## src/sv/sct_pkg.sv

```systemverilog
// shared types, constants and helper functions for the source character tokenizer
// no dependencies; every other file imports this package
package sct_pkg;

  // counter widths and keyword prefix size
  localparam int LINE_BITS     = 16;
  localparam int COLUMN_BITS   = 16;
  localparam int LENGTH_BITS   = 8;
  localparam int KEYWORD_CHARS = 5;

  // queue between front and back, and result buffer at the output
  localparam int QUEUE_DEPTH  = 4;
  localparam int RESULT_DEPTH = 4;

  // characters with a role of their own
  localparam logic [7:0] CH_NUL        = 8'd0;
  localparam logic [7:0] CH_LF         = 8'd10;
  localparam logic [7:0] CH_CR         = 8'd13;
  localparam logic [7:0] CH_SPACE      = 8'd32;
  localparam logic [7:0] CH_BANG       = 8'd33;
  localparam logic [7:0] CH_LESS       = 8'd60;
  localparam logic [7:0] CH_EQUAL      = 8'd61;
  localparam logic [7:0] CH_GREATER    = 8'd62;
  localparam logic [7:0] CH_UNDERSCORE = 8'd95;

  typedef enum logic [4:0] {
    TK_PLUS   = 5'd0,
    TK_MINUS  = 5'd1,
    TK_STAR   = 5'd2,
    TK_SLASH  = 5'd3,
    TK_MODULO = 5'd4,
    TK_LPAREN = 5'd5,
    TK_RPAREN = 5'd6,
    TK_LBRACE = 5'd7,
    TK_RBRACE = 5'd8,
    TK_SEMI   = 5'd9,
    TK_EQU    = 5'd10,
    TK_ASSIGN = 5'd11,
    TK_NEQ    = 5'd12,
    TK_NOT    = 5'd13,
    TK_GT     = 5'd14,
    TK_LT     = 5'd15,
    TK_GEQ    = 5'd16,
    TK_LEQ    = 5'd17,
    TK_INTLIT = 5'd18,
    TK_IDENT  = 5'd19,
    TK_PRINT  = 5'd20,
    TK_IF     = 5'd21,
    TK_ELSE   = 5'd22,
    TK_WHILE  = 5'd23,
    TK_FOR    = 5'd24,
    TK_I32    = 5'd25,
    TK_VOID   = 5'd26,
    TK_BYTE   = 5'd27,
    TK_EOF    = 5'd28,
    TK_ERROR  = 5'd29
  } token_kind_t;

  typedef enum logic [3:0] {
    CL_END,
    CL_NEWLINE,
    CL_BLANK,
    CL_OPSTART,
    CL_SINGLE,
    CL_DIGIT,
    CL_ALPHA,
    CL_UNDERSCORE,
    CL_OTHER
  } char_class_t;

  // one classified byte, as queued between front and back
  typedef struct packed {
    logic [7:0]  code;
    char_class_t cls;
    token_kind_t single;
  } char_item_t;

  // one token as delivered on the output channel
  typedef struct packed {
    token_kind_t kind;
    logic [15:0] line;
    logic [15:0] column;
    logic [7:0]  length;
    logic [31:0] value;
    logic        overflow;
    logic [7:0]  bad;
    logic        last;
  } token_t;

  typedef struct packed {
    logic full;
    logic empty;
  } queue_status_t;

  typedef logic [KEYWORD_CHARS-1:0][7:0] prefix_t;

  // saturate to the output field widths
  function automatic logic [15:0] clamp16(input logic [31:0] v);
    return (v > 32'd65535) ? 16'hFFFF : v[15:0];
  endfunction

  function automatic logic [7:0] clamp8(input logic [15:0] v);
    return (v > 16'd255) ? 8'hFF : v[7:0];
  endfunction

  function automatic token_t make_token(input token_kind_t k, input logic [31:0] line,
                                        input logic [31:0] col, input logic [15:0] len,
                                        input logic [31:0] val, input logic ovf,
                                        input logic [7:0] bad);
    token_t t;
    t.kind     = k;
    t.line     = clamp16(line);
    t.column   = clamp16(col);
    t.length   = clamp8(len);
    t.value    = val;
    t.overflow = ovf;
    t.bad      = bad;
    t.last     = 1'b0;
    return t;
  endfunction

  // keyword table: length, kind and zero padded text
  function automatic logic [3:0] kw_len(input logic [2:0] idx);
    case (idx)
      3'd0:    return 4'd5;
      3'd1:    return 4'd2;
      3'd2:    return 4'd4;
      3'd3:    return 4'd5;
      3'd4:    return 4'd3;
      3'd5:    return 4'd3;
      3'd6:    return 4'd4;
      default: return 4'd4;
    endcase
  endfunction

  function automatic token_kind_t kw_kind(input logic [2:0] idx);
    case (idx)
      3'd0:    return TK_PRINT;
      3'd1:    return TK_IF;
      3'd2:    return TK_ELSE;
      3'd3:    return TK_WHILE;
      3'd4:    return TK_FOR;
      3'd5:    return TK_I32;
      3'd6:    return TK_VOID;
      default: return TK_BYTE;
    endcase
  endfunction

  function automatic prefix_t kw_text(input logic [2:0] idx);
    logic [39:0] s;
    int          n;
    prefix_t     p;
    n = int'(kw_len(idx));
    p = '0;
    case (idx)
      3'd0:    s = "print";
      3'd1:    s = "if";
      3'd2:    s = "else";
      3'd3:    s = "while";
      3'd4:    s = "for";
      3'd5:    s = "i32";
      3'd6:    s = "void";
      default: s = "byte";
    endcase
    for (int k = 0; k < KEYWORD_CHARS; k++) begin
      if (k < n) begin
        p[k] = s[8*(n-1-k) +: 8];
      end
    end
    return p;
  endfunction

  // keyword or plain identifier; the prefix is zero past the stored characters
  function automatic token_kind_t word_kind(input prefix_t prefix,
                                            input logic [LENGTH_BITS-1:0] len);
    token_kind_t k;
    k = TK_IDENT;
    for (int i = 7; i >= 0; i--) begin
      if (len == LENGTH_BITS'(kw_len(3'(i))) && prefix == kw_text(3'(i))) begin
        k = kw_kind(3'(i));
      end
    end
    return k;
  endfunction

  // operator kinds for a pending = ! < >
  function automatic token_kind_t single_kind(input logic [7:0] op);
    case (op)
      CH_EQUAL: return TK_ASSIGN;
      CH_BANG:  return TK_NOT;
      CH_LESS:  return TK_LT;
      default:  return TK_GT;
    endcase
  endfunction

  function automatic token_kind_t double_kind(input logic [7:0] op);
    case (op)
      CH_EQUAL: return TK_EQU;
      CH_BANG:  return TK_NEQ;
      CH_LESS:  return TK_LEQ;
      default:  return TK_GEQ;
    endcase
  endfunction

endpackage

```

## src/sv/sct_if.sv

```systemverilog
// channel interfaces: source bytes in, tokens out
// depends on sct_pkg for the token kind type
interface sct_char_if;
  logic       valid;
  logic       ready;
  logic [7:0] source_byte;

  modport source (output valid, output source_byte, input ready);
  modport sink (input valid, input source_byte, output ready);
endinterface


```

## src/sv/sct_front.sv

```systemverilog
// front end: takes source bytes and classifies them for the scanner
// depends on sct_pkg and sct_char_if
module sct_front import sct_pkg::*; (
  sct_char_if.sink      chars,
  input  queue_status_t status,
  output logic          push,
  output char_item_t    item
);

  // accept whenever the queue has room
  assign chars.ready = !status.full;
  assign push        = chars.valid && !status.full;

  // character class decode
  always_comb begin
    item.code   = chars.source_byte;
    item.single = TK_PLUS;
    unique case (chars.source_byte) inside
      CH_NUL:                      item.cls = CL_END;
      CH_LF:                       item.cls = CL_NEWLINE;
      CH_CR, CH_SPACE:             item.cls = CL_BLANK;
      CH_EQUAL, CH_BANG, CH_LESS,
      CH_GREATER:                  item.cls = CL_OPSTART;
      "+": begin item.cls = CL_SINGLE; item.single = TK_PLUS;   end
      "-": begin item.cls = CL_SINGLE; item.single = TK_MINUS;  end
      "*": begin item.cls = CL_SINGLE; item.single = TK_STAR;   end
      "/": begin item.cls = CL_SINGLE; item.single = TK_SLASH;  end
      "%": begin item.cls = CL_SINGLE; item.single = TK_MODULO; end
      "(": begin item.cls = CL_SINGLE; item.single = TK_LPAREN; end
      ")": begin item.cls = CL_SINGLE; item.single = TK_RPAREN; end
      "{": begin item.cls = CL_SINGLE; item.single = TK_LBRACE; end
      "}": begin item.cls = CL_SINGLE; item.single = TK_RBRACE; end
      ";": begin item.cls = CL_SINGLE; item.single = TK_SEMI;   end
      ["0":"9"]:                   item.cls = CL_DIGIT;
      ["a":"z"], ["A":"Z"]:        item.cls = CL_ALPHA;
      CH_UNDERSCORE:               item.cls = CL_UNDERSCORE;
      default:                     item.cls = CL_OTHER;
    endcase
  end

endmodule

```

## src/flat_wrapper.sv

```systemverilog
// flat-port wrapper written by rule: the top's interface ports become plain ports
module sct_front_flat import sct_pkg::*;
  (status, push, item, chars_valid, chars_source_byte, chars_ready);
  sct_char_if chars_i ();
  input  queue_status_t status;
  output logic push;
  output char_item_t item;
  input wire logic [$bits(chars_i.valid)-1:0] chars_valid;
  input wire logic [$bits(chars_i.source_byte)-1:0] chars_source_byte;
  output wire logic [$bits(chars_i.ready)-1:0] chars_ready;
  assign chars_i.valid = chars_valid;
  assign chars_i.source_byte = chars_source_byte;
  assign chars_ready = chars_i.ready;
  sct_front u_core (.chars(chars_i), .status(status), .push(push), .item(item));
endmodule
```

## config.mk

```make
export PLATFORM = sky130hd
export DESIGN_NAME = sct_front_flat
export DESIGN_NICKNAME = d
export VERILOG_FILES = /design/src/sv/sct_pkg.sv /design/src/sv/sct_if.sv /design/src/sv/sct_front.sv /design/src/flat_wrapper.sv
export SDC_FILE = /design/constraint.sdc
export NUM_CORES = 1
export LEC_CHECK = 0
export ABC_AREA = 1
export BUFFER_PORTS_ARGS = -buffer_cell sky130_fd_sc_hd__buf_2
export CAP_MARGIN = 20
export CORE_AREA = 2 2 39 41
export DETAILED_ROUTE_END_ITERATION = 7
export DIE_AREA = 0 0 41 43
export GPL_TIMING_DRIVEN = 0
export PLACE_DENSITY_LB_ADDON = 0.2
export SYNTH_ARGS = -nofsm -noshare
export SYNTH_HDL_FRONTEND = slang
export SYNTH_SLANG_ARGS = --single-unit
```

## constraint.sdc

```tcl
create_clock -name vclk -period 2
set_input_delay 0.3 -clock vclk [all_inputs]
set_output_delay 0.3 -clock vclk [all_outputs]
set_load 0.1 [all_outputs]
```

==> results.sh <==
export IMPL_status="finished clean"
export IMPL_p_leak_nw=0.4487
export IMPL_grt_pass1_wl_mm=2.007
export IMPL_fmax_ghz=0.5319
export IMPL_drt_wirelength_per_cell_um=8.208
export IMPL_ys_types=17
export IMPL_ys_seq_area_frac=0
export IMPL_worst_path_buf_inv=2
export IMPL_cp_common_cell="nand2_1"
export IMPL_path_class="in2out"
export IMPL_maxCapViolCount=0
export IMPL_port_buffers=28
export IMPL_period_share=0.9400
export IMPL_cp_start_kind="input port"
export IMPL_grt_max_degree=8
export IMPL_synth_top_area_share=0.2549
export IMPL_globalplace_congestion=0.8915
export IMPL_hold_violations=0
export IMPL_vias_per_cell=4.591
export IMPL_hold_path_class="in2out"
export IMPL_die_w_um=41
export IMPL_grt_pass1_vias=545
export IMPL_placed_area_um2=686.9
export IMPL_drtPass1Iterations=5
export IMPL_seq_cell_count=0
export IMPL_seq_area_um2=0
export IMPL_drc=0
export IMPL_crit_chain="buf_2, nor2_1, nand2_2, nand2_1, nand2_1, nor2_2, nand3_1, or2_1, buf_6"
export IMPL_antenna_found_initial=0
export IMPL_yosys_warnings=0
export IMPL_hold_path_end="chars_ready"
export IMPL_setup_slack_ns=0.1201
export IMPL_dpl_cell_count=159
export IMPL_critPathMaxFanout=4
export IMPL_synth_commonest_cells="35 x nand2_1, 32 x nor2_1, 15 x inv_1"
export IMPL_fin_crit_ns=1.880
export IMPL_place_ws_ns=-0.08216
export IMPL_setup_violations=0
export IMPL_yosysTopAreaCell="nand2_1"
export IMPL_cts_setup_buffers=0
export IMPL_cp_end_kind="output pin"
export IMPL_syn_area_um2=515.5
export IMPL_slew_viol_final=0
export IMPL_fin_area_um2=705.7
export IMPL_ios=30
export IMPL_netlist_top_cells_area="nand2_1 25%, nor2_1 23%, buf_4 13%"
export IMPL_setup_tns_ns=0
export IMPL_cts_hold_buffers=0
export IMPL_drt_iter0_markers=14
export IMPL_syn_num_nets=126
export IMPL_grt_setup_unrepaired="false"
export IMPL_globalRouteOverflowTotal=0
export IMPL_start_util=0.3725
export IMPL_area_delta_synth_final_pct=36.89
export IMPL_grtUsageTotal=0.1528
export IMPL_drive_gt1_frac=0.3497
export IMPL_critPathSlowestCell="or2_1"
export IMPL_dieHeight_um=43
export IMPL_die_area_mm2=0.001763
export IMPL_n_antenna_cell=0
export IMPL_nets=156
export IMPL_p_total_mw=0.2666
export IMPL_min_path_cells=3
export IMPL_routed_wl_mm=1.305
export IMPL_crit_required_ns=1.70
export IMPL_dp_hpwl_mm=1.118
export IMPL_path_delay_family="simple AND/OR/NAND/NOR gates"
export IMPL_fin_cells=159
export IMPL_min_delay_start="status[1]"
export IMPL_multi_input_area_um2=404.1
export IMPL_rows=14
export IMPL_core_mm2=0.001384
export IMPL_ant_nets=0
export IMPL_syn_avg_cell_area_um2=4.483
export IMPL_worst_endpoint_arrival_ns=1.58
export IMPL_vias=730
export IMPL_yosysMostFrequentCell="nand2_1"
export IMPL_power_density_mw_per_mm2=377.8
export IMPL_clock_buffer_count=0
export IMPL_synth_cells=115
export IMPL_ir_drop_mv=0.2072
export IMPL_num_fill_cells=165
export IMPL_max_stage_delay_ns=0.24
final cells by class:
| cell class | count | area share |
|---|---|---|
| Buffer | 9 | 0.09574 |
| Inverter | 16 | 0.08511 |
| Multi-Input combinational cell | 90 | 0.5727 |
| Tap cell | 16 | 0.02837 |
| Timing Repair Buffer | 28 | 0.2181 |
worst max path at each step:
stage,startpoint,endpoint,slack (ns),cells after the start
final,chars_source_byte[2],item[7],0.12,9
after global routing,chars_source_byte[2],item[8],0.002,10
after CTS,chars_source_byte[7],item[7],0.05,10
after detailed placement,chars_source_byte[7],item[7],-0.08,10
after global placement,chars_source_byte[7],item[7],-0.04,10
after floorplan,chars_source_byte[2],item[8],-0.34,7
routing by layer:
layer,GRT usage,share of wire,vias up
met4,0.01333,0.0031,0
met2,0.2688,0.51,22
met3,0.005236,0.054,2
met5,0,0,-
li1,-,-,390
met1,0.2025,0.43,316
cells in the final DEF, fill, tap and decap left out:
cell type / instances
nor2_1: 30
inv_1: 15
buf_6: 1
clkbuf_4: 2
nor2_2: 5
inv_2: 1
buf_4: 10
or2_1: 2
o221ai_2: 1
nand3_1: 4
nand2_1: 35
and2_1: 1
conb_1: 1
nor3b_1: 1
nand4_1: 1
nand2_2: 5
buf_2: 24
a31oi_1: 1
a21oi_1: 1
nor3_1: 1
nor3_2: 1
where the power goes:
part           switching (mW)  total [mW]  internal, mW
registers                   0           0             0
logic                   0.212       0.267        0.0543
clock network               0           0             0
total                   0.212       0.267        0.0543
stage by stage:
stage,util,hold slack [ns]
6_report,0.5099,0.9942
5_1_grt,0.5099,1.021
2_1_floorplan,-,0.8115
3_5_place_dp,0.4964,0.9966
3_3_place_gp,0.4964,0.9886
4_1_cts,0.5000,0.9971
repair_timing:
| item | CTS | global route |
|---|---|---|
| pin swaps | 0 | 0 |
| endpoints found under the hold margin | 0 | 0 |
| resized for setup | 2 | 5 |
| endpoints found under the setup margin | 2 | 3 |
kinds of logic after synthesis:
family,share of synthesized area
AO/OA/AOI/OAI,0.03884
buffers and inverters,0.2475
other,0.007275
AND/OR/NAND/NOR,0.7064
Power figures use the tool's default switching activity.
