**src/sv/sct_pkg.sv**
```systemverilog
// shared types, constants and helper functions for the source character tokenizer
// no dependencies; every other file imports this package
package sct_pkg;

  // counter widths and keyword prefix size
  localparam int LINE_BITS     = 16;
  localparam int COLUMN_BITS   = 16;
  localparam int LENGTH_BITS   = 8;
  localparam int KEYWORD_CHARS = 5;

  // queue between front and back, and result buffer at the output
  localparam int QUEUE_DEPTH  = 4;
  localparam int RESULT_DEPTH = 4;

  // characters with a role of their own
  localparam logic [7:0] CH_NUL        = 8'd0;
  localparam logic [7:0] CH_LF         = 8'd10;
  localparam logic [7:0] CH_CR         = 8'd13;
  localparam logic [7:0] CH_SPACE      = 8'd32;
  localparam logic [7:0] CH_BANG       = 8'd33;
  localparam logic [7:0] CH_LESS       = 8'd60;
  localparam logic [7:0] CH_EQUAL      = 8'd61;
  localparam logic [7:0] CH_GREATER    = 8'd62;
  localparam logic [7:0] CH_UNDERSCORE = 8'd95;

  typedef enum logic [4:0] {
    TK_PLUS   = 5'd0,
    TK_MINUS  = 5'd1,
    TK_STAR   = 5'd2,
    TK_SLASH  = 5'd3,
    TK_MODULO = 5'd4,
    TK_LPAREN = 5'd5,
    TK_RPAREN = 5'd6,
    TK_LBRACE = 5'd7,
    TK_RBRACE = 5'd8,
    TK_SEMI   = 5'd9,
    TK_EQU    = 5'd10,
    TK_ASSIGN = 5'd11,
    TK_NEQ    = 5'd12,
    TK_NOT    = 5'd13,
    TK_GT     = 5'd14,
    TK_LT     = 5'd15,
    TK_GEQ    = 5'd16,
    TK_LEQ    = 5'd17,
    TK_INTLIT = 5'd18,
    TK_IDENT  = 5'd19,
    TK_PRINT  = 5'd20,
    TK_IF     = 5'd21,
    TK_ELSE   = 5'd22,
    TK_WHILE  = 5'd23,
    TK_FOR    = 5'd24,
    TK_I32    = 5'd25,
    TK_VOID   = 5'd26,
    TK_BYTE   = 5'd27,
    TK_EOF    = 5'd28,
    TK_ERROR  = 5'd29
  } token_kind_t;

  typedef enum logic [3:0] {
    CL_END,
    CL_NEWLINE,
    CL_BLANK,
    CL_OPSTART,
    CL_SINGLE,
    CL_DIGIT,
    CL_ALPHA,
    CL_UNDERSCORE,
    CL_OTHER
  } char_class_t;

  // one classified byte, as queued between front and back
  typedef struct packed {
    logic [7:0]  code;
    char_class_t cls;
    token_kind_t single;
  } char_item_t;

  // one token as delivered on the output channel
  typedef struct packed {
    token_kind_t kind;
    logic [15:0] line;
    logic [15:0] column;
    logic [7:0]  length;
    logic [31:0] value;
    logic        overflow;
    logic [7:0]  bad;
    logic        last;
  } token_t;

  typedef struct packed {
    logic full;
    logic empty;
  } queue_status_t;

  typedef logic [KEYWORD_CHARS-1:0][7:0] prefix_t;

  // saturate to the output field widths
  function automatic logic [15:0] clamp16(input logic [31:0] v);
    return (v > 32'd65535) ? 16'hFFFF : v[15:0];
  endfunction

  function automatic logic [7:0] clamp8(input logic [15:0] v);
    return (v > 16'd255) ? 8'hFF : v[7:0];
  endfunction

  function automatic token_t make_token(input token_kind_t k, input logic [31:0] line,
                                        input logic [31:0] col, input logic [15:0] len,
                                        input logic [31:0] val, input logic ovf,
                                        input logic [7:0] bad);
    token_t t;
    t.kind     = k;
    t.line     = clamp16(line);
    t.column   = clamp16(col);
    t.length   = clamp8(len);
    t.value    = val;
    t.overflow = ovf;
    t.bad      = bad;
    t.last     = 1'b0;
    return t;
  endfunction

  // keyword table: length, kind and zero padded text
  function automatic logic [3:0] kw_len(input logic [2:0] idx);
    case (idx)
      3'd0:    return 4'd5;
      3'd1:    return 4'd2;
      3'd2:    return 4'd4;
      3'd3:    return 4'd5;
      3'd4:    return 4'd3;
      3'd5:    return 4'd3;
      3'd6:    return 4'd4;
      default: return 4'd4;
    endcase
  endfunction

  function automatic token_kind_t kw_kind(input logic [2:0] idx);
    case (idx)
      3'd0:    return TK_PRINT;
      3'd1:    return TK_IF;
      3'd2:    return TK_ELSE;
      3'd3:    return TK_WHILE;
      3'd4:    return TK_FOR;
      3'd5:    return TK_I32;
      3'd6:    return TK_VOID;
      default: return TK_BYTE;
    endcase
  endfunction

  function automatic prefix_t kw_text(input logic [2:0] idx);
    logic [39:0] s;
    int          n;
    prefix_t     p;
    n = int'(kw_len(idx));
    p = '0;
    case (idx)
      3'd0:    s = "print";
      3'd1:    s = "if";
      3'd2:    s = "else";
      3'd3:    s = "while";
      3'd4:    s = "for";
      3'd5:    s = "i32";
      3'd6:    s = "void";
      default: s = "byte";
    endcase
    for (int k = 0; k < KEYWORD_CHARS; k++) begin
      if (k < n) begin
        p[k] = s[8*(n-1-k) +: 8];
      end
    end
    return p;
  endfunction

  // keyword or plain identifier; the prefix is zero past the stored characters
  function automatic token_kind_t word_kind(input prefix_t prefix,
                                            input logic [LENGTH_BITS-1:0] len);
    token_kind_t k;
    k = TK_IDENT;
    for (int i = 7; i >= 0; i--) begin
      if (len == LENGTH_BITS'(kw_len(3'(i))) && prefix == kw_text(3'(i))) begin
        k = kw_kind(3'(i));
      end
    end
    return k;
  endfunction

  // operator kinds for a pending = ! < >
  function automatic token_kind_t single_kind(input logic [7:0] op);
    case (op)
      CH_EQUAL: return TK_ASSIGN;
      CH_BANG:  return TK_NOT;
      CH_LESS:  return TK_LT;
      default:  return TK_GT;
    endcase
  endfunction

  function automatic token_kind_t double_kind(input logic [7:0] op);
    case (op)
      CH_EQUAL: return TK_EQU;
      CH_BANG:  return TK_NEQ;
      CH_LESS:  return TK_LEQ;
      default:  return TK_GEQ;
    endcase
  endfunction

endpackage

```
**src/sv/sct_queue.sv**
```systemverilog
// short queue of classified bytes between the front end and the scanner
// depends on sct_pkg
module sct_queue import sct_pkg::*; (
  input  logic          clk,
  input  logic          rst,
  input  logic          push,
  input  char_item_t    push_item,
  output queue_status_t status,
  input  logic          pop,
  output char_item_t    pop_item
);

  localparam int PTR_BITS   = $clog2(QUEUE_DEPTH);
  localparam int COUNT_BITS = $clog2(QUEUE_DEPTH + 1);

  char_item_t            mem [QUEUE_DEPTH];
  logic [PTR_BITS-1:0]   wr_ptr;
  logic [PTR_BITS-1:0]   rd_ptr;
  logic [COUNT_BITS-1:0] count;

  assign status.full  = (count == COUNT_BITS'(QUEUE_DEPTH));
  assign status.empty = (count == '0);
  assign pop_item     = mem[rd_ptr];

  // storage
  always_ff @(posedge clk) begin
    if (push) begin
      mem[wr_ptr] <= push_item;
    end
  end

  // pointers and fill level
  always_ff @(posedge clk) begin
    if (rst) begin
      wr_ptr <= '0;
      rd_ptr <= '0;
      count  <= '0;
    end else begin
      if (push) begin
        wr_ptr <= wr_ptr + 1'b1;
      end
      if (pop) begin
        rd_ptr <= rd_ptr + 1'b1;
      end
      count <= count + COUNT_BITS'(push) - COUNT_BITS'(pop);
    end
  end

  a_count_bound: assert property (@(posedge clk) disable iff (rst)
    count <= COUNT_BITS'(QUEUE_DEPTH))
    else $error("queue fill level beyond depth");

  a_no_pop_empty: assert property (@(posedge clk) disable iff (rst)
    pop |-> count != '0)
    else $error("queue popped while empty");

  a_push_grows: assert property (@(posedge clk) disable iff (rst)
    (push && !pop) |=> count == $past(count) + 1'b1)
    else $error("queue fill level did not follow a push");

endmodule

```
**config.mk**
```make
export PLATFORM = sky130hd
export DESIGN_NAME = sct_queue
export DESIGN_NICKNAME = d
export VERILOG_FILES = /design/src/sv/sct_pkg.sv /design/src/sv/sct_queue.sv
export SDC_FILE = /design/constraint.sdc
export NUM_CORES = 1
export LEC_CHECK = 0
export ABC_CLOCK_PERIOD_IN_PS = 2500
export BUFFER_PORTS_ARGS = -buffer_cell sky130_fd_sc_hd__clkbuf_2
export CAP_MARGIN = 20
export CORE_MARGIN = 8
export CORE_UTILIZATION = 35
export DETAILED_ROUTE_END_ITERATION = 16
export GPL_ROUTABILITY_DRIVEN = 1
export SYNTH_ARGS = -nofsm -noshare
export SYNTH_HDL_FRONTEND = slang
export SYNTH_SLANG_ARGS = --single-unit
```
**constraint.sdc**
```tcl
create_clock -name clk -period 2.5 [get_ports clk]
set_input_delay 0.5 -clock clk [delete_from_list [all_inputs] [get_ports clk]]
set_output_delay 0.5 -clock clk [all_outputs]
set_load 0.01 [all_outputs]
```
==> results of run 1 <==
## critical path: cells and delay by family (launching register included)
family   cells  cell delay, ps
buf+inv      2             400
flops        1             330
mux          1             600
## final timing paths
path | slack, ps | to | cells past startpoint
min | 380 | mem[2][7] | 1
min reg2reg | 550 | rd_ptr[1] | 2
max | 330 | pop_item[15] | 3
max reg2reg | 920 | count[2] | 7
## sequential cells by signal, summed over array words and instances (netlist names), named ones only
name    flops
wr_ptr      2
mem        68
count       3
rd_ptr      2
## kinds of logic after synthesis
family,Yosys count,synth area share (%)
buffers and inverters,10,2.177
AO/OA/AOI/OAI,2,0.5120
adder cells (fa/ha/maj),7,3.244
AND/OR/NAND/NOR,14,2.561
XOR/XNOR,3,1.408
flip-flops,77,75.80
multiplexers,18,14.30
## cells in the final DEF, fill, tap and decap left out
cell type,instances
bufinv_16,3
clkbuf_1,2
mux4_2,10
buf_4,7
nand3b_1,1
edfxtp_1,68
a21bo_2,1
xnor2_1,2
ha_1,6
and2_1,4
nor3_1,1
nor2b_1,2
dfxtp_1,9
inv_1,6
inv_6,1
clkbuf_2,39
fa_1,1
and3_1,1
a21oi_1,1
clkinv_4,1
mux4_1,7
nor2_1,5
mux2i_1,1
xor3_1,1
clkbuf_8,9
## power breakdown
part | internal [uW] | leakage [uW] | total (uW) | switching (uW)
Clock | 669 | 0.000118 | 1100 | 433
Combinational | 167 | 0.000450 | 330 | 163
Sequential | 1480 | 0.000699 | 1500 | 26.3
Total | 2310 | 0.00127 | 2930 | 622
## per-stage QoR
step / power [uW] / util, % / instance area [sq um] / std cells
floorplan: 1743 / - / 2932 / 131
global placement: 1866 / 39.99 / 3269 / 278
detailed placement: 1870 / 39.99 / 3269 / 278
CTS: 2966 / 42.91 / 3508 / 294
global route: 3046 / 42.91 / 3508 / 294
finish: 2934 / 42.91 / 3508 / 294
## cell type report
type / instances / area [sq um] / area share, %
inverters: 6 / 22.52 / 0.6419
clock buffers: 11 / 131.4 / 3.745
multi-input cells: 44 / 645.6 / 18.40
repair buffers: 46 / 247.7 / 7.061
clock inverters: 5 / 107.6 / 3.067
flip-flops and latches: 77 / 2222 / 63.34
well taps: 105 / 131.4 / 3.745
## routing by layer
layer	track usage [%]	up-vias	part of all wire, %
met5	0	-	0
met4	2.973	0	0.69
met3	5.269	4	7.7
met2	15.26	34	50
met1	9.242	690	41
li1	-	631	-
==> run_results.csv, run 1 <==
group,metric,value,unit
critical_path,worstSetupPathType,"reg2out",
drt,avgViaCountPerCell,4.622,
logic_synthesis,yosys-top-cells-count,"edfxtp_1, mux4_2, dfxtp_1, mux4_1",
place,io_buffers,39,
power,vdd_drop_max,0.0003416,V
finish,syn_to_final_growth,19.68,%
critical_path,critical_path_required,2000,ps
logic_synthesis,syn_nets,159,
place,pre_cts_ws,668.3,ps
critical_path,cpPeakStageDelay,600,ps
drt,num_vias,1359,
sta,post-route-period-util,86.78,%
logic_synthesis,synth_top_area_cell,"edfxtp_1",
logic_synthesis,ys_warn_count,0,
logic_synthesis,ys_async_sr_fraction,0,%
logic_synthesis,ys_ff_latch,77,
critical_path,crit_fanout,11,
sta,slew_headroom,81.12,%
run,cap_violations,0,
die,start_util,35.86,%
finish,diodes,0,
logic_synthesis,synth.most_common_cell,"edfxtp_1",
clock_tree,hold_buffers,0,
sta,slew_viol_final,0,
sta,rsz0062_at_grt,"no",
sta,skew,5.375,ps
status,outcome,"finished clean",
logic_synthesis,synth_top_area_share,69.65,%
global_route,grt_max_degree,18,
logic_synthesis,synthesis.area,0.002932,sq mm
logic_synthesis,syn-instance-count,131,
clock_tree,cts_resized,0,
sta,setup_violations,0,
power,power_density,836.2,mW/mm^2
finish,num-fill-cells,734,
clock_tree,h-tree-depth,3,
hold_path,hp-class,"in2reg",
drt,ant_nets,0,
sta,hold_viol_final,0,
drt,detail_route.wl_per_cell,16.84,um
clock_tree,cts_setup_buffers,0,
sta,max_freq,460.9,MHz
clock_tree,path_clk_slew,80,ps
place,gp_congestion,0.6450,
finish,finalNetCount,212,
critical_path,start_kind,"flop",
sta,worst_slack,330.4,ps
die,die_area,0.01156,sq mm
global_route,grt_pass1_wl,7624,um
die,core,0.008175,sq mm
logic_synthesis,synth_edf_count,68,
drt,drtIter0Drc,40,
sta,fin_tns_setup,0,ps
clock_tree,clock-root-buffer,"clkbuf_8",
critical_path,arrival,1670,ps
critical_path,path_cells,"buf_4 > mux4_1 > clkbuf_2",
global_route,antenna_found_initial,0,
sta,worstMarginPinSlew,283.2,ps
power,leakage,0.001267,uW
hold_path,hp-start,"push_item[7]",
die,die_w,107.5,um
critical_path,slowest_stage,"mux4_1",
clock_tree,cts_tree,"yes",
finish,layout-drive-gt1-share,37.57,%
die,die_y,107.5,um
logic_synthesis,synth_area_leaders,"edfxtp_1, mux4_2, mux4_1",
drt,finalWirelength,4950,um
drt,post-route-drc-count,0,
clock_tree,clock_path_buffers,2,
clock_tree,cts.sinks,77,
logic_synthesis,yosysSeqAreaShare,75.80,%
global_route,overflow,0,
die,rows,33,
critical_path,endpoint_kind,"output port",
sta,whs,377.7,ps
logic_synthesis,synth.avg_cell_area,22.38,sq um
drt,first_pass_iters,4,
clock_tree,clk_latency,340,ps
sta,layout_min_cycle_time,2170,ps
logic_synthesis,ys_types,21,
global_route,grt_pass1_vias,1482,
global_route,grt_use_total,9.076,%
clock_tree,cts_made_buffers,9,
logic_synthesis,yosys_most_used_dff,"edfxtp_1",
die,io_pins,40,
critical_path,r2r_start,"count[0]",
place,dp_hpwl,3307,um
(Power assumes the default switching activity.)
==> run 2: changes to the inputs <==
--- a/config.mk
+++ b/config.mk
@@ -12,6 +12,8 @@
 export CORE_UTILIZATION = 35
 export DETAILED_ROUTE_END_ITERATION = 16
 export GPL_ROUTABILITY_DRIVEN = 1
+export REMOVE_ABC_BUFFERS = 1
+export SETUP_SLACK_MARGIN = 0.15
 export SYNTH_ARGS = -nofsm -noshare
 export SYNTH_HDL_FRONTEND = slang
 export SYNTH_SLANG_ARGS = --single-unit
==> run 2 against run 1 <==
  * Final cell count decreased by 0.34%
  * Worst setup slack worse by 42 ps
  * Via count down 0.66%
  * Die area unchanged
  * Routed wire length fell by 5.3%
  * Sequential power about the same
  * Global-route usage down 0.30 points
  * Flip-flop and latch count is the same
  * First-iteration DRC count fell by 13%
  * Core utilization down 0.63 points
  * Register-to-register slack about the same
==> run_results.csv, run 2 (same netlist as run 1, synthesis figures left out) <==
group,metric,value,unit
clock_tree,clk_latency,340,ps
critical_path,start_kind,"flop",
global_route,grt_pass1_vias,1442,
drt,post-route-drc-count,0,
clock_tree,cts_tree,"yes",
finish,layout-drive-gt1-share,37.23,%
critical_path,crit_fanout,17,
finish,syn_to_final_growth,17.93,%
sta,fin_tns_setup,0,ps
power,vdd_drop_max,0.0004072,V
finish,largest_reg_flops,68,
critical_path,cpPeakStageDelay,610,ps
place,gp_congestion,0.6769,
critical_path,slowest_stage,"mux4_1",
sta,max_freq,452.2,MHz
clock_tree,clock-root-buffer,"clkbuf_8",
critical_path,arrival,1710,ps
clock_tree,cts_setup_buffers,0,
clock_tree,cts.sinks,77,
sta,hold_viol_final,0,
die,die_area,0.01156,sq mm
drt,detail_route.wl_per_cell,16.01,um
critical_path,path_cells,"buf_4 > mux4_1 > clkbuf_2",
critical_path,critPathTopFamily,"multiplexers",
clock_tree,path_clk_slew,80,ps
critical_path,critical_path_required,2000,ps
run,cap_violations,0,
sta,whs,376.4,ps
finish,final_cell_mix,"edfxtp_1, clkbuf_2, mux4_2, clkbuf_8, dfxtp_1",
power,finalPower,2724,uW
sta,rsz0062_at_grt,"no",
die,io_pins,40,
sta,layout_min_cycle_time,2211,ps
finish,top_register,"mem",
finish,final_common_cell,"edfxtp_1",
hold_path,hp-start,"push_item[7]",
clock_tree,hold_buffers,0,
die,die_y,107.5,um
critical_path,r2r_start,"count[0]",
drt,drtIter0Drc,35,
place,io_buffers,39,
die,die_w,107.5,um
clock_tree,cts_made_buffers,9,
die,rows,33,
finish,diodes,0,
finish,finish.utilization,42.29,%
power,power_density,787.9,mW/mm^2
clock_tree,h-tree-depth,3,
place,dp_hpwl,3124,um
sta,post-route-period-util,88.45,%
clock_tree,clock_path_buffers,2,
sta,worstMarginPinSlew,321.1,ps
critical_path,worstSetupPathType,"reg2out",
die,start_util,35.86,%
global_route,grt_pass1_wl,7486,um
drt,num_vias,1350,
drt,ant_nets,0,
status,outcome,"finished clean",
hold_path,hp-class,"in2reg",
sta,skew,5.551,ps
clock_tree,cts_resized,0,
sta,slew_headroom,78.59,%
sta,slew_viol_final,0,
global_route,grt_use_total,8.772,%
power,leakage,0.001236,uW
global_route,overflow,0,
drt,first_pass_iters,4,
drt,finalWirelength,4690,um
finish,reg_top3,"mem x68, count x3",
critical_path,endpoint_kind,"output port",
drt,avgViaCountPerCell,4.608,
sta,setup_violations,0,
die,core,0.008175,sq mm
global_route,antenna_found_initial,0,
finish,finalNetCount,211,
global_route,grt_max_degree,18,
critical_path,critPathBufInv,2,
[run 2: cell count changes in the layout (fill, tap and decap cells not counted), sizes merged]
cell,previous run,this run
bufinv,3,1
clkinvlp,0,2
clkbuf,50,51
inv,7,6
buf,7,6
[run 2: cell type report]
class                   instances  area, sq um
clock buffers                  12        145.1
clock inverters                 4        50.05
fillers                       756         4718
inverters                       6        22.52
multi-input cells              44        645.6
flip-flops and latches         77         2222
well taps                     105        131.4
repair buffers                 45        240.2
[run 2: stage by stage]
stage | cell area [sq um] | worst slack, ps | cells
CTS | 3457 | 234.3 | 293
global placement | 3262 | 621.6 | 277
detailed placement | 3262 | 610.8 | 277
finish | 3457 | 288.8 | 293
floorplan | 2890 | 477.9 | 127
global route | 3457 | 161.2 | 293
[run 2: worst register-to-register path, cell delays in order (launching register included)]
cell	delay, ps
dfxtp_1	340
inv_1	50
ha_1	260
inv_1	40
ha_1	190
fa_1	370
xor3_1	200
nor2_1	40
[run 2: power breakdown]
part	switching, uW	internal [uW]	leakage [uW]
clock network	412	487	0.0000926
registers	25.4	1480	0.000699
logic	159	164	0.000444
total	596	2130	0.00124
[run 2: final timing paths]
path	endpoint	slack (ps)	cells past startpoint
max	pop_item[1]	290	3
min	mem[1][7]	380	1
max reg2reg	count[2]	910	7
min reg2reg	rd_ptr[1]	550	2
[run 2: per-layer routing]
metal	vias to the layer above	part of all wire [%]	global-route usage [%]
met5	-	0	0
li1	628	-	-
met1	682	40	9.518
met2	36	52	14.65
met4	0	0.36	2.379
met3	4	7.6	4.611
